===== src/hw/rtl/olist_pkg.sv =====
`timescale 1ns / 1ps
`default_nettype none
// ----------------------------------------------------------------------------
// olist_pkg: shared types for the ordered list engine
// Operation codes, result status codes, compare unit ops and sequencer states.
// ----------------------------------------------------------------------------
package olist_pkg;

  localparam int unsigned DATA_W = 32;

  typedef enum logic [3:0] {
    ACT_APPEND   = 4'd0,
    ACT_INSERT   = 4'd1,
    ACT_REMOVE   = 4'd2,
    ACT_READ     = 4'd3,
    ACT_CONTAINS = 4'd4,
    ACT_DEDUP    = 4'd5,
    ACT_DROPNEG  = 4'd6,
    ACT_MIN      = 4'd7,
    ACT_MAX      = 4'd8
  } action_e;

  typedef enum logic [1:0] {
    ST_OK    = 2'd0,
    ST_FULL  = 2'd1,
    ST_RANGE = 2'd2,
    ST_EMPTY = 2'd3
  } status_e;

  typedef enum logic [1:0] {
    CMP_EQ  = 2'd0,
    CMP_LT  = 2'd1,
    CMP_GT  = 2'd2,
    CMP_NEG = 2'd3
  } cmp_e;

  typedef enum logic [2:0] {
    S_IDLE = 3'd0,
    S_DEC  = 3'd1,
    S_SCAN = 3'd2,
    S_DRD  = 3'd3,
    S_DLD  = 3'd4,
    S_DPUT = 3'd5,
    S_FIN  = 3'd6
  } state_e;

endpackage
`default_nettype wire


===== src/hw/rtl/olist_mem.sv =====
`timescale 1ns / 1ps
`default_nettype none
// ----------------------------------------------------------------------------
// olist_mem: entry storage
// One write port and one read port with registered read data.
// ----------------------------------------------------------------------------
module olist_mem #(
  parameter int unsigned DEPTH = 16,
  parameter int unsigned WIDTH = 32
) (
  input  wire logic                     clk_i,
  input  wire logic                     we_i,
  input  wire logic [$clog2(DEPTH)-1:0] waddr_i,
  input  wire logic [WIDTH-1:0]         wdata_i,
  input  wire logic                     re_i,
  input  wire logic [$clog2(DEPTH)-1:0] raddr_i,
  output logic      [WIDTH-1:0]         rdata_o
);

  logic [WIDTH-1:0] mem_q [DEPTH];

  always_ff @(posedge clk_i) begin
    if (we_i) begin
      mem_q[waddr_i] <= wdata_i;
    end
  end

  always_ff @(posedge clk_i) begin
    if (re_i) begin
      rdata_o <= mem_q[raddr_i];
    end
  end

endmodule
`default_nettype wire


===== src/hw/rtl/olist_alu.sv =====
`timescale 1ns / 1ps
`default_nettype none
// ----------------------------------------------------------------------------
// olist_alu: shared compare unit
// Equality, signed less/greater than and sign test on one stored word.
// ----------------------------------------------------------------------------
module olist_alu
  import olist_pkg::*;
(
  input  wire cmp_e                       op_i,
  input  wire logic signed [DATA_W-1:0]   a_i,
  input  wire logic signed [DATA_W-1:0]   b_i,
  output logic                            hit_o
);

  always_comb begin
    unique case (op_i)
      CMP_EQ:  hit_o = (a_i == b_i);
      CMP_LT:  hit_o = (a_i < b_i);
      CMP_GT:  hit_o = (a_i > b_i);
      CMP_NEG: hit_o = a_i[DATA_W-1];
      default: hit_o = 1'b0;
    endcase
  end

endmodule
`default_nettype wire


===== src/hw/rtl/ordered_list_engine.sv =====
`timescale 1ns / 1ps
`default_nettype none
// ----------------------------------------------------------------------------
// ordered_list_engine: fixed-capacity ordered list of signed 32-bit values
// Sequencer driving one entry memory and one shared compare unit.
// ----------------------------------------------------------------------------
// One word in gives one word out. The list lives in a single-port-read memory,
// so entries are visited one at a time: append and refused operations visit
// none, and insert, remove, contains, drop negatives, min and max scan the
// entries that they cover. Dedup runs a scan of the later entries for each
// entry. The input is stalled until the result is loaded into the output
// register; a waiting result does not block the next word from being taken.
module ordered_list_engine
  import olist_pkg::*;
#(
  parameter int unsigned CAPACITY = 16
) (
  input  wire logic                                clk_i,
  input  wire logic                                rst_ni,
  input  wire logic                                in_valid_i,
  output logic                                     in_stall_o,
  input  wire logic [3:0]                          action_i,
  input  wire logic [$clog2(CAPACITY)-1:0]         position_i,
  input  wire logic signed [DATA_W-1:0]            operand_value_i,
  output logic                                     out_valid_o,
  input  wire logic                                out_stall_i,
  output logic signed [DATA_W-1:0]                 result_value_o,
  output logic                                     found_o,
  output logic [$clog2(CAPACITY+1)-1:0]            entry_count_o,
  output logic [1:0]                               status_o
);

  localparam int unsigned AW = $clog2(CAPACITY);
  localparam int unsigned CW = $clog2(CAPACITY + 1);
  localparam logic [CW-1:0] CAP_C = CW'(CAPACITY);

  state_e                    state_q, state_d;
  logic [CW-1:0]             count_q, count_d;
  logic [CW-1:0]             idx_q, idx_d;
  logic [CW-1:0]             lim_q, lim_d;
  logic [CW-1:0]             wk_q, wk_d;
  logic [CW-1:0]             oi_q, oi_d;
  logic [3:0]                act_q, act_d;
  logic [AW-1:0]             pos_q, pos_d;
  logic signed [DATA_W-1:0]  opv_q, opv_d;
  logic signed [DATA_W-1:0]  acc_q, acc_d;
  logic                      flag_q, flag_d;
  logic                      pv_q, pv_d;
  logic [AW-1:0]             ptag_q, ptag_d;
  status_e                   st_q, st_d;

  logic                      out_valid_q, out_valid_d;
  logic signed [DATA_W-1:0]  res_q, res_d;
  logic                      found_q, found_d;
  logic [CW-1:0]             cnt_out_q, cnt_out_d;
  status_e                   stat_out_q, stat_out_d;

  logic                      mem_we;
  logic [AW-1:0]             mem_waddr;
  logic signed [DATA_W-1:0]  mem_wdata;
  logic                      mem_re;
  logic [AW-1:0]             mem_raddr;
  logic signed [DATA_W-1:0]  mem_rdata;

  cmp_e                      cmp_op;
  logic signed [DATA_W-1:0]  cmp_b;
  logic                      cmp_hit;

  logic [CW-1:0]             pos_ext;
  logic                      issue;
  logic                      down;

  olist_mem #(
    .DEPTH (CAPACITY),
    .WIDTH (DATA_W)
  ) u_mem (
    .clk_i   (clk_i),
    .we_i    (mem_we),
    .waddr_i (mem_waddr),
    .wdata_i (mem_wdata),
    .re_i    (mem_re),
    .raddr_i (mem_raddr),
    .rdata_o (mem_rdata)
  );

  olist_alu u_alu (
    .op_i  (cmp_op),
    .a_i   (mem_rdata),
    .b_i   (cmp_b),
    .hit_o (cmp_hit)
  );

  assign pos_ext = CW'(pos_q);
  assign issue   = (state_q == S_SCAN) && (idx_q != lim_q);
  assign down    = (act_q == ACT_INSERT);

  always_comb begin
    unique case (act_q)
      ACT_MIN:     cmp_op = CMP_LT;
      ACT_MAX:     cmp_op = CMP_GT;
      ACT_DROPNEG: cmp_op = CMP_NEG;
      default:     cmp_op = CMP_EQ;
    endcase
    cmp_b = (act_q == ACT_CONTAINS) ? opv_q : acc_q;
  end

  always_comb begin
    state_d     = state_q;
    count_d     = count_q;
    idx_d       = idx_q;
    lim_d       = lim_q;
    wk_d        = wk_q;
    oi_d        = oi_q;
    act_d       = act_q;
    pos_d       = pos_q;
    opv_d       = opv_q;
    acc_d       = acc_q;
    flag_d      = flag_q;
    pv_d        = 1'b0;
    ptag_d      = ptag_q;
    st_d        = st_q;
    out_valid_d = out_valid_q;
    res_d       = res_q;
    found_d     = found_q;
    cnt_out_d   = cnt_out_q;
    stat_out_d  = stat_out_q;
    mem_we      = 1'b0;
    mem_waddr   = '0;
    mem_wdata   = mem_rdata;
    mem_re      = 1'b0;
    mem_raddr   = '0;

    if (out_valid_q && !out_stall_i) begin
      out_valid_d = 1'b0;
    end

    unique case (state_q)
      S_IDLE: begin
        if (in_valid_i) begin
          act_d   = action_i;
          pos_d   = position_i;
          opv_d   = operand_value_i;
          state_d = S_DEC;
        end
      end

      S_DEC: begin
        st_d    = ST_OK;
        flag_d  = 1'b0;
        wk_d    = '0;
        acc_d   = '0;
        state_d = S_FIN;
        case (act_q)
          ACT_APPEND: begin
            if (count_q == CAP_C) begin
              st_d = ST_FULL;
            end else begin
              mem_we    = 1'b1;
              mem_waddr = AW'(count_q);
              mem_wdata = opv_q;
              count_d   = count_q + 1'b1;
            end
          end
          ACT_INSERT: begin
            if (count_q == CAP_C) begin
              st_d = ST_FULL;
            end else if (pos_ext > count_q) begin
              st_d = ST_RANGE;
            end else begin
              idx_d   = count_q;
              lim_d   = pos_ext;
              state_d = S_SCAN;
            end
          end
          ACT_REMOVE: begin
            if (pos_ext >= count_q) begin
              st_d = ST_RANGE;
            end else begin
              idx_d   = pos_ext + 1'b1;
              lim_d   = count_q;
              state_d = S_SCAN;
            end
          end
          ACT_READ: begin
            if (pos_ext >= count_q) begin
              st_d = ST_RANGE;
            end else begin
              idx_d   = pos_ext;
              lim_d   = pos_ext + 1'b1;
              state_d = S_SCAN;
            end
          end
          ACT_CONTAINS, ACT_DROPNEG: begin
            idx_d   = '0;
            lim_d   = count_q;
            state_d = S_SCAN;
          end
          ACT_MIN, ACT_MAX: begin
            if (count_q == '0) begin
              st_d = ST_EMPTY;
            end else begin
              idx_d   = '0;
              lim_d   = count_q;
              state_d = S_SCAN;
            end
          end
          ACT_DEDUP: begin
            oi_d    = '0;
            state_d = S_DRD;
          end
          default: ;
        endcase
      end

      S_SCAN: begin
        if (issue) begin
          mem_re    = 1'b1;
          mem_raddr = down ? AW'(idx_q - 1'b1) : AW'(idx_q);
          idx_d     = down ? (idx_q - 1'b1) : (idx_q + 1'b1);
          ptag_d    = mem_raddr;
          pv_d      = 1'b1;
        end
        // returning word from the previous read
        if (pv_q) begin
          case (act_q)
            ACT_INSERT: begin
              mem_we    = 1'b1;
              mem_waddr = ptag_q + 1'b1;
            end
            ACT_REMOVE: begin
              mem_we    = 1'b1;
              mem_waddr = ptag_q - 1'b1;
            end
            ACT_READ: acc_d = mem_rdata;
            ACT_CONTAINS, ACT_DEDUP: begin
              if (cmp_hit) begin
                flag_d = 1'b1;
              end
            end
            ACT_DROPNEG: begin
              if (!cmp_hit) begin
                mem_we    = 1'b1;
                mem_waddr = AW'(wk_q);
                wk_d      = wk_q + 1'b1;
              end
            end
            ACT_MIN, ACT_MAX: begin
              if (!flag_q || cmp_hit) begin
                acc_d = mem_rdata;
              end
              flag_d = 1'b1;
            end
            default: ;
          endcase
        end
        if (!issue && !pv_q) begin
          state_d = S_FIN;
          case (act_q)
            ACT_INSERT: begin
              mem_we    = 1'b1;
              mem_waddr = pos_q;
              mem_wdata = opv_q;
              count_d   = count_q + 1'b1;
            end
            ACT_REMOVE:  count_d = count_q - 1'b1;
            ACT_DROPNEG: count_d = wk_q;
            ACT_DEDUP:   state_d = S_DPUT;
            default: ;
          endcase
        end
      end

      S_DRD: begin
        if (oi_q == count_q) begin
          count_d = wk_q;
          state_d = S_FIN;
        end else begin
          mem_re    = 1'b1;
          mem_raddr = AW'(oi_q);
          state_d   = S_DLD;
        end
      end

      S_DLD: begin
        acc_d   = mem_rdata;
        flag_d  = 1'b0;
        idx_d   = oi_q + 1'b1;
        lim_d   = count_q;
        state_d = S_SCAN;
      end

      S_DPUT: begin
        // keep this entry only when no equal entry follows it
        if (!flag_q) begin
          mem_we    = 1'b1;
          mem_waddr = AW'(wk_q);
          mem_wdata = acc_q;
          wk_d      = wk_q + 1'b1;
        end
        oi_d    = oi_q + 1'b1;
        state_d = S_DRD;
      end

      S_FIN: begin
        if (!out_valid_q || !out_stall_i) begin
          out_valid_d = 1'b1;
          res_d       = ((act_q == ACT_READ || act_q == ACT_MIN || act_q == ACT_MAX)
                         && st_q == ST_OK) ? acc_q : '0;
          found_d     = (act_q == ACT_CONTAINS) && flag_q;
          cnt_out_d   = count_q;
          stat_out_d  = st_q;
          state_d     = S_IDLE;
        end
      end

      default: state_d = S_IDLE;
    endcase
  end

  always_ff @(posedge clk_i or negedge rst_ni) begin
    if (!rst_ni) begin
      state_q     <= S_IDLE;
      count_q     <= '0;
      out_valid_q <= 1'b0;
      pv_q        <= 1'b0;
    end else begin
      state_q     <= state_d;
      count_q     <= count_d;
      out_valid_q <= out_valid_d;
      pv_q        <= pv_d;
    end
  end

  always_ff @(posedge clk_i) begin
    idx_q      <= idx_d;
    lim_q      <= lim_d;
    wk_q       <= wk_d;
    oi_q       <= oi_d;
    act_q      <= act_d;
    pos_q      <= pos_d;
    opv_q      <= opv_d;
    acc_q      <= acc_d;
    flag_q     <= flag_d;
    ptag_q     <= ptag_d;
    st_q       <= st_d;
    res_q      <= res_d;
    found_q    <= found_d;
    cnt_out_q  <= cnt_out_d;
    stat_out_q <= stat_out_d;
  end

  assign in_stall_o     = (state_q != S_IDLE);
  assign out_valid_o    = out_valid_q;
  assign result_value_o = res_q;
  assign found_o        = found_q;
  assign entry_count_o  = cnt_out_q;
  assign status_o       = stat_out_q;

`ifndef NO_ASSERTIONS
  a_count_cap: assert property (@(posedge clk_i) disable iff (!rst_ni)
    count_q <= CAP_C)
    else $error("entry count beyond capacity");

  a_pipe_scan: assert property (@(posedge clk_i) disable iff (!rst_ni)
    pv_q |-> state_q == S_SCAN)
    else $error("read word pending outside a scan");

  a_accept_dec: assert property (@(posedge clk_i) disable iff (!rst_ni)
    (in_valid_i && !in_stall_o) |=> state_q == S_DEC)
    else $error("accepted word not decoded");

  a_empty_zero: assert property (@(posedge clk_i) disable iff (!rst_ni)
    (out_valid_o && status_o == ST_EMPTY) |-> result_value_o == '0)
    else $error("empty status with nonzero value");
`endif

endmodule
`default_nettype wire


===== config.mk =====
export PLATFORM = sky130hd
export DESIGN_NAME = ordered_list_engine
export DESIGN_NICKNAME = d
export VERILOG_FILES = /design/src/hw/rtl/olist_pkg.sv /design/src/hw/rtl/olist_mem.sv /design/src/hw/rtl/olist_alu.sv /design/src/hw/rtl/ordered_list_engine.sv
export SDC_FILE = /design/constraint.sdc
export NUM_CORES = 1
export LEC_CHECK = 0
export BUFFER_PORTS_ARGS = -buffer_cell sky130_fd_sc_hd__buf_2
export CAP_MARGIN = 25
export CORE_ASPECT_RATIO = 0.6
export CORE_MARGIN = 4
export CORE_UTILIZATION = 55
export DETAILED_ROUTE_END_ITERATION = 8
export GPL_TIMING_DRIVEN = 0
export PLACE_DENSITY = 0.72
export SLEW_MARGIN = 10
export SYNTH_ARGS = -nofsm -noshare
export SYNTH_HDL_FRONTEND = slang
export SYNTH_SLANG_ARGS = --single-unit

===== constraint.sdc =====
create_clock -name clk_i -period 15.4 [get_ports clk_i]
set_clock_uncertainty 0.15 [all_clocks]
set_input_delay 1.54 -clock clk_i [delete_from_list [all_inputs] [get_ports clk_i]]
set_output_delay 1.54 -clock clk_i [all_outputs]
set_load 0.1 [all_outputs]

# Word level (Yosys, flattened, before mapping)
# Memories as Yosys holds them, arrays and structs flattened. A register that Yosys moved wholly into a read port is not among the register bits.
# Cells that the tools add are included.
# op_classes
n_addsub	9
order_cmp	4
eq_ne	44
muxes	93
reduce_logical	43
# ops
cell	n
$mux W32	8
$pmux W32 S3	2
$mux W5	20
$pmux W32 S2	1
$pmux W5 S3	4
$pmux W5 S5	2
$mux W4	10
$eq A32 B32 Y1	1
$gt A32 B32 Y1	1
$lt A32 B32 Y1	1
$pmux W4 S3	2
$mux W3	7
$ne A3 B3 Y1 const B	7
$pmux W3 S7	1
$add A5 B1 Y5 const B	4
$pmux W5 S2	2
$mux W1	18
$ne A2 B2 Y1 const B	9
$eq A4 B3 Y1 const B	4
$pmux W3 S5	1
$mux W2	6
$reduce_bool A3 Y1	4
$reduce_or A2 Y1	6
$sub A5 B1 Y5 const B	2
41 further kinds	70
# word_totals
regBits	149
ram_bits	512
out_inout_bits	42
wordCells	213
mem_count	1
# mem_list
name	words	word_bits	read_ports	rd_ports_with_merged_regs	write_ports	line	text
u_mem.mem_q	16	32	1	1	1	olist_mem.sv:20	logic [WIDTH-1:0] mem_q [DEPTH];

# Logic depth before layout (Yosys ltp)
# Gate-level depths: netlist (run 1).
# depth
word_depth	12
ltp_mapped	14
ltp_nobuf	12

# Hierarchy
# A second synthesis (run 1) with hierarchy kept.
# unflattened
hier_cells	1642
hier_area_um2	29032.8
# by_module_without_submodules
mod	n_inst	cells_each	area_per_inst_um2
olist_mem	1	838	20156.8
ordered_list_engine	1	679	7987.7
olist_alu	1	125	888.4

# Worst setup path before layout (run 1)
# Ideal clock, no wire load.
# synth_path
path_kind	reg-to-reg
startpoint	reg act_q[3]
endpoint	reg acc_q[0] (enable)
setup_time_ns	0.470
t_arrival_ns	5.566
t_required_ns	14.780
slack_ns	9.214
path_stages_with_launch	14
path_cell_list	edfxtp_1 > clkbuf_1 > nand2b_1 > nor3_1 > clkbuf_1 > mux2i_1 > ha_1 > nand4_1 > or2_2 > nor2_1 > o311ai_0 > o211ai_1 > a211oi_1 > a211oi_1
# synth_between
elab_chain_cells	7
# synth_rtl
element	line	text
start, declared	ordered_list_engine.sv:43	logic [3:0] act_q, act_d;
start signal, assigned	ordered_list_engine.sv:339	act_q <= act_d;
$eq A4 B3 Y1, or another cell as far along	ordered_list_engine.sv:104	cmp_b = (act_q == ACT_CONTAINS) ? opv_q : acc_q;
$mux W32 / $pmux W2 S3 (equally long branches)	ordered_list_engine.sv:104, ordered_list_engine.sv:98	
$gt A32 B32 Y1, or another cell as far along	olist_alu.sv:20	CMP_GT: hit_o = (a_i > b_i);
$pmux W1 S4	olist_alu.sv:17	unique case (op_i)
$logic_or A1 B1 Y1	ordered_list_engine.sv:248	if (!flag_q || cmp_hit) begin
$ne A3 B3 Y1 (no line)	n/a	
$reduce_and A4 Y1 (no line) (*)	n/a	
end signal, assigned	ordered_list_engine.sv:342	acc_q <= acc_d;
end, declared	ordered_list_engine.sv:46	logic signed [DATA_W-1:0] acc_q, acc_d;
# Every way passes the cells marked *; elsewhere a longest branch is shown, timed or not.
# A chain may end at the register's enable or synchronous reset.

# Final worst setup path (run 1)
# layout_path
startpoint	reg act_q[3]
endpoint	reg acc_q[17] (enable)
# Same word-level chain as after synthesis.

==> out/qor.csv, run 1 <==
metric,value,unit
hold violation count in the final report,0,
top post-synthesis cells by area,"edfxtp_1, nand2_1, mux2i_1, ha_1, a222oi_1",
initial antenna violation count,0,
count of pins over their slew limit,0,
Worst setup EP type,flop,
post-synth top area share,69.5,%
Die Footprint,0.0575,mm2
fraction of layout cells with a size suffix above 1,11.7,%
Die Ht,187,um
synth warn,0,
Leak Pwr,0.0118,uW
"CTS clk-pin slew, worst paths",0.06,ns
vias,19600,
count of buffer and inverter cells on the critical path,5,
CP Max Fanout,15,
Post-synth EDFFs,683,
total CTS buffers,60,
CTS Root Cell,clkbuf_16,
status,finished clean,
"FFs w/ async S/R, synth",1.44,%
core area,0.0528,mm2
post-synthesis cell count,2175,
grt ovf,0,
post-synthesis cell type count,70,
DPL Wire Length,60300,um
CTS resizes,0,
Syn Area/Cell,13.6,um2
CP Class,reg -> reg,
DRT iter0 DRCs,3036,
Clock Sink Count,693,
most frequent cells in the layout,"edfxtp_1, nand2_1, buf_2, mux2i_1, clkbuf_1",
Final ANT Viol Nets,0,
vias in the first global route,18500,
"Seq/Total Area, Yosys",70.4,%
Port Buffers,85,
worst slew pin tran,1.15,ns
max_cap viols,0,
"delay-heaviest family, CP",compound AO/OA/AOI/OAI gates,
Inserted Diodes,0,
Final Util,63.0,%
achievable frequency,0.136,GHz
Ports,86,
routed length per placed instance,27.5,um
largest family of logic cells by synthesized area,simple AND/OR/NAND/NOR gates,
Post-Synth Simple-Gate Area,12.1,%
Compound-Gate Fraction of Synth Area,7.52,%
crit path launch type,flop,
cell row count,65,
worst reg2reg path depth,16,
Placer Congestion,0.968,
Critical Path Max Stage Delay,0.88,ns
"Clk Latency, worst-skew pair",0.64,ns
cell type with the largest total area after synthesis,edfxtp_1,
Peak VDD IR,136,uV
period utilisation layout,47.7,%
mux cell area share after synthesis,4.38,%
gr usage total,29.3,%
CP max-delay cell,nor3_1,
Die X,307,um
1st-pass router iterations,9,
slew margin rel.,23.0,%
Hold Path Depth,0,
"commonest non-fill, non-tap cell in the layout",edfxtp_1,
"Hold-fix buffers, CTS",0,
Crit path depth,16,
critical-path cell list,clkbuf_1 > nand2b_1 > nor3_2 > buf_4 > clkbuf_1 > mux2i_1 > ha_1 > nand4_1 > nor3_1 > o21ai_0 > o211a_1 > o211ai_1 > a211oi_1 > a211oi_4 > buf_8 > buf_8,
WP data required,15.58,ns
DR DRC count,0,
pwr dens,218,mW/mm2
pin count of the biggest net entering global routing,33,
setup violators final,0,
synthesis-stage register bit count,693,
Final min period,7.35,ns
Area growth syn-to-layout,12.8,%
final wirelength,85100,um
hold crit path type,reg -> reg,
Syn Nets,2266,
worst path arrival time,7.53,ns
Adder-Cell Fraction of Synth Area,2.05,%
unrepaired setup endpoints after global routing,false,
post-CTS setup buffers,0,
Most used DFF post-synth,edfxtp_1,
CTS max path bufs,3,
xor and xnor fraction of the mapped netlist area,0.887,%
Setup Total Neg Slack,0,ns
initial core utilization,55.9,%
# nets final,2441,
global-route wire length before repair,123000,um
CTS tree,yes,
vias per cell,6.32,
Mapped Area,0.0295,mm2
H-tree levels,2,
## Yosys cell counts, types with 28 or more instances
| cell | count |
|---|---|
| a21oi_1 | 57 |
| a222oi_1 | 34 |
| a22oi_1 | 36 |
| and2_1 | 38 |
| buf_2 | 41 |
| clkbuf_1 | 65 |
| edfxtp_1 | 683 |
| ha_1 | 46 |
| inv_1 | 55 |
| mux2i_1 | 128 |
| nand2_1 | 493 |
| nand3_1 | 50 |
| nand4_1 | 40 |
| nor2_1 | 53 |
| nor2b_1 | 44 |
| nor3_1 | 45 |
| o211ai_1 | 35 |
| o21ai_0 | 28 |
| o22a_1 | 32 |
## report_power, final
part	internal, uW	switching [uW]	total (uW)	leakage, uW
sequential	2650	146	2800	0.00635
combinational	805	2210	3010	0.00462
clock	762	672	1430	0.000871
total	4220	3030	7240	0.0118
## metal layers
layer | vias to the layer above | global-route usage [%] | share of wire (%) | routed length [um]
li1 | 8448 | - | - | -
met1 | 9675 | 45.9 | 43 | 36400
met2 | 1330 | 39.8 | 41 | 34600
met3 | 133 | 9.29 | 14 | 12100
met4 | 0 | 7.26 | 2.4 | 2020
met5 | - | 0 | 0 | 0
## state kept, by name, indices dropped and copies added, names as in the netlist, 2 cells and up
name,flops
u_mem.mem_q,512
acc_q,32
opv_q,32
result_value_o,32
u_mem.rdata_o,32
count_q,5
entry_count_o,5
idx_q,5
lim_q,5
oi_q,5
wk_q,5
act_q,4
pos_q,4
ptag_q,4
state_q,3
st_q,2
status_o,2
## through the flow
stage	hold WS [ns]	instance area [um2]	total power [uW]	setup WS (ns)	instances
global route	0.354	33300	7550	8.07	3098
global placement	0.324	30800	5660	4.27	2963
floorplan	0.270	29500	4660	9.21	2175
detailed placement	0.321	31400	5760	8.47	2987
finish	0.354	33300	7240	8.05	3098
CTS	0.339	33200	7180	8.42	3094
## final timing paths
check / startpoint / endpoint / slack (ns)
worst min register to register: count_q[3]$_DFFE_PN0P_ / entry_count_o[3]$_DFFE_PP_ / 0.35
max in group asynchronous: rst_ni / pv_q$_DFF_PN0_ / 14.22
worst max register to register: act_q[3]$_DFFE_PP_ / acc_q[17]$_SDFFCE_PP0P_ / 8.05
min in group asynchronous: rst_ni / count_q[1]$_DFFE_PN0P_ / 0.64
worst min-delay path: count_q[3]$_DFFE_PN0P_ / entry_count_o[3]$_DFFE_PP_ / 0.35
worst max-delay path: act_q[3]$_DFFE_PP_ / acc_q[17]$_SDFFCE_PP0P_ / 8.05
## cells by family (layout without fill, tap and decap cells)
| group | Yosys count | count (layout) |
|---|---|---|
| compound gates | 297 | 297 |
| xor+xnor | 29 | 29 |
| fa+ha+maj | 48 | 48 |
| buf+inv | 178 | 398 |
| flops | 693 | 693 |
| mux | 129 | 129 |
| simple gates | 801 | 801 |
## layout make-up
cell class,instances,area [um2]
multi-input combinational,1304,8120
clock buffer,80,1600
buffer,121,566
sequential,693,20800
inverter,57,214
fill,3822,19500
tap,703,880
clock inverter,27,218
timing repair buffer,113,911
(Power assumes the default switching activity.)
==> run 2: changes to the inputs <==
--- a/config.mk
+++ b/config.mk
@@ -5,6 +5,7 @@
 export SDC_FILE = /design/constraint.sdc
 export NUM_CORES = 1
 export LEC_CHECK = 0
+export ABC_AREA = 1
 export BUFFER_PORTS_ARGS = -buffer_cell sky130_fd_sc_hd__buf_2
 export CAP_MARGIN = 25
 export CORE_ASPECT_RATIO = 0.6
@@ -12,7 +13,7 @@
 export CORE_UTILIZATION = 55
 export DETAILED_ROUTE_END_ITERATION = 8
 export GPL_TIMING_DRIVEN = 0
-export PLACE_DENSITY = 0.72
+export PLACE_DENSITY = 0.75
 export SLEW_MARGIN = 10
 export SYNTH_ARGS = -nofsm -noshare
 export SYNTH_HDL_FRONTEND = slang
==> constraint.sdc (replaced) <==
create_clock -name clk_i -period 6.35 [get_ports clk_i]
set_clock_uncertainty 0.15 [all_clocks]
set_input_delay 0.635 -clock clk_i [delete_from_list [all_inputs] [get_ports clk_i]]
set_output_delay 0.635 -clock clk_i [all_outputs]
set_load 0.1 [all_outputs]
==> run 2 against run 1 <==
Via count is 13% higher. Sequential share of layout area is 1.5 points lower. Final cell count is 8.7% higher. Register-to-register slack worse by 7.8 ns. Hold slack worse by 0.34 ns. Global-route usage is 3.5 points higher. Power is 140% higher. Critical path depth is 3 higher. Utilization is 1.4 points higher. Combinational power is 140% higher. Final area is 2.5% higher. Clock-buffer cell count is 7 lower. Critical path type unchanged.
==> out/qor.csv, run 2 <==
metric,value,unit,change
status,finished clean,,
worst path arrival time,6.30,ns,-1.23 ns
pwr dens,518,mW/mm2,+140%
"FFs w/ async S/R, synth",1.44,%,unchanged
max FFs per register,512,,unchanged
core area,0.0529,mm2,+0.31%
Placer Congestion,0.973,,+0.44%
most frequent cells in the layout,"edfxtp_1, nor2_1, o21ai_0",,
1st-pass router iterations,6,,-3
DPL Wire Length,68300,um,+13%
critical-path cell list,nor2_1 > nand2_1 > clkbuf_2 > nand2_1 > o21ai_0 > ha_1 > nand2_1 > inv_1 > nand2_1 > nor2_1 > nand2_1 > nor3b_1 > nand3_1 > nand3_1 > nand2_1 > a21oi_1 > nand2_1 > nor2_4 > buf_12,,
vias,22200,,+13%
H-tree levels,2,,unchanged
grt ovf,0,,unchanged
Crit path top cell by count,nand2_1,,
WP data required,6.52,ns,-9.06 ns
global-route wire length before repair,138000,um,+12%
Final ANT Viol Nets,0,,unchanged
count of pins over their slew limit,0,,unchanged
Clock Sink Count,693,,unchanged
vias in the first global route,20800,,+12%
Final min period,6.13,ns,-1.22 ns
Worst setup EP type,flop,,
CP max-delay cell,nor2_4,,
Most used DFF post-synth,edfxtp_1,,
"Clk Latency, worst-skew pair",0.65,ns,about the same
CP Max Fanout,21,,+6
Ports,86,,unchanged
total CTS buffers,58,,-3.3%
# nets final,2711,,+11%
Die Ht,188,um,+0.32%
Mapped Area,0.0297,mm2,+0.67%
cell row count,65,,unchanged
achievable frequency,0.163,GHz,+20%
Total Power,17600,uW,+140%
Die Footprint,0.0579,mm2,+0.64%
"commonest non-fill, non-tap cell in the layout",edfxtp_1,,
synth warn,0,,unchanged
worst slew pin tran,1.13,ns,-0.0293 ns
Inserted Diodes,0,,unchanged
synthesis-stage register bit count,693,,unchanged
setup violators final,0,,unchanged
post-synthesis cell type count,50,,-29%
unrepaired setup endpoints after global routing,false,,
DR DRC count,0,,unchanged
CTS tree,yes,,
"count leader, synth",edfxtp_1,,
max_cap viols,0,,unchanged
CP Class,reg -> reg,,
post-synth top area share,69.1,%,-0.46 points
period utilisation layout,96.5,%,+49 points
CTS max path bufs,3,,unchanged
final wirelength,96300,um,+13%
"Seq/Total Area, Yosys",69.9,%,-0.47 points
most instantiated cells after synthesis,"edfxtp_1, nor2_1, o21ai_0",,
Fillers,3807,,-0.39%
Post-synth EDFFs,683,,unchanged
Peak VDD IR,328,uV,+140%
crit path launch type,flop,,
count of buffer and inverter cells on the critical path,3,,-2
slew margin rel.,25.0,%,+2.0 points
routed length per placed instance,28.6,um,+4.0%
Top reg by flops,u_mem.mem_q,,
"CTS clk-pin slew, worst paths",0.07,ns,about the same
pin count of the biggest net entering global routing,33,,unchanged
vias per cell,6.59,,+4.3%
WHS,0.0111,ns,-0.343 ns
Multi-input gate area,0.00771,mm2,-5.0%
gr usage total,32.8,%,+3.5 points
hold violation count in the final report,0,,unchanged
cell type with the largest total area after synthesis,edfxtp_1,,
CTS Root Cell,clkbuf_16,,
Syn Area/Cell,12.4,um2,-8.7%
post-synthesis cell count,2397,,+10%
Die X,308,um,+0.32%
Leak Pwr,0.0123,uW,+3.9%
Port Buffers,85,,unchanged
DRT iter0 DRCs,4176,,+38%
hold crit path type,in -> reg,,
Area growth syn-to-layout,14.8,%,
initial antenna violation count,1,,+1
top post-synthesis cells by area,"edfxtp_1, o21ai_0, nor2_1, o211ai_1, nand2_1",,
register area,0.0208,mm2,unchanged
Critical Path Max Stage Delay,0.60,ns,-0.28 ns
initial core utilization,56.1,%,+0.20 points
"delay-heaviest family, CP",simple AND/OR/NAND/NOR gates,,
Syn Nets,2488,,+9.8%
fraction of layout cells with a size suffix above 1,14.1,%,+2.4 points
run 2: kinds of logic (layout without fill, tap and decap cells):
logic type	count (synthesis)	count (layout)	share of synthesized area [%]
AOI/OAI and AO/OA	631	631	13.2
and+or+nand+nor	678	678	9.52
xor gates and xnor gates	25	25	0.763
buffers and inverters	323	591	4.59
DFF	693	693	69.9
adders and majority gates	47	47	2.01
run 2: path summary, 6_finish.rpt:
path | start | to | slack [ns] | depth (start not counted)
worst max-delay path | act_q[3]$_DFFE_PP_ | u_mem.mem_q[3][15]$_DFFE_PP_ | 0.22 | 19
max in group asynchronous | rst_ni | count_q[4]$_DFFE_PN0P_ | 5.56 | 2
worst min-delay path | operand_value_i[5] | opv_q[5]$_DFFE_PP_ | 0.01 | 1
worst max register to register | act_q[3]$_DFFE_PP_ | u_mem.mem_q[3][15]$_DFFE_PP_ | 0.22 | 19
worst min register to register | count_q[4]$_DFFE_PN0P_ | entry_count_o[4]$_DFFE_PP_ | 0.30 | 0
min in group asynchronous | rst_ni | count_q[1]$_DFFE_PN0P_ | 0.28 | 2
run 2: layout make-up:
cell class | instances | share of cell area (%)
plain buffers | 131 | 1.90
clock buffers | 73 | 4.48
clock inverters | 32 | 0.870
inverters | 191 | 2.10
multi-input cells | 1381 | 22.6
flip-flops and latches | 693 | 60.9
well taps | 703 | 2.58
repair buffers | 164 | 4.56
run 2: worst register-to-register path, stage by stage, from the launching register on:
cell and delay [ns]:
edfxtp_1 0.47, nor2_1 0.21, nand2_1 0.41, clkbuf_2 0.45, nand2_1 0.13, o21ai_0 0.09, ha_1 0.37, nand2_1 0.10
inv_1 0.06, nand2_1 0.06, nor2_1 0.33, nand2_1 0.17, nor3b_1 0.55, nand3_1 0.44, nand3_1 0.23, nand2_1 0.10
a21oi_1 0.30, nand2_1 0.28, nor2_4 0.61, buf_12 0.29
run 2: layer usage:
metal,track usage [%],vias to the layer above,wire length (um)
met2,43.2,2062,38300
met5,0,-,0
met1,49.9,10700,37400
met3,13.3,234,17800
li1,-,9207,-
met4,9.42,0,2870
run 2: what timing repair did:
action                                  CTS  global route
hold buffers                             10             0
buffers inserted                          0            12
resized for setup                         0             5
endpoints found under the setup margin    0           371
hold endpoints to repair                 19             0
run 2: power by group:
group	internal (uW)	total (uW)	switching [uW]
Combinational	1820	7300	5470
Sequential	6430	6780	353
Clock	1910	3570	1660
run 2: through the flow:
stage	setup TNS, ns	setup slack, ns	utilization, %	instance area (um2)	instances
6_report	0	0.221	64.4	34100	3368
5_1_grt	0	0.00138	64.4	34100	3368
4_1_cts	0	0.163	64.0	33900	3353
3_5_place_dp	0	0.196	60.4	32000	3238
3_3_place_gp	-837.71	-1.78	58.5	31000	3185
2_1_floorplan	0	1.50	-	29700	2397
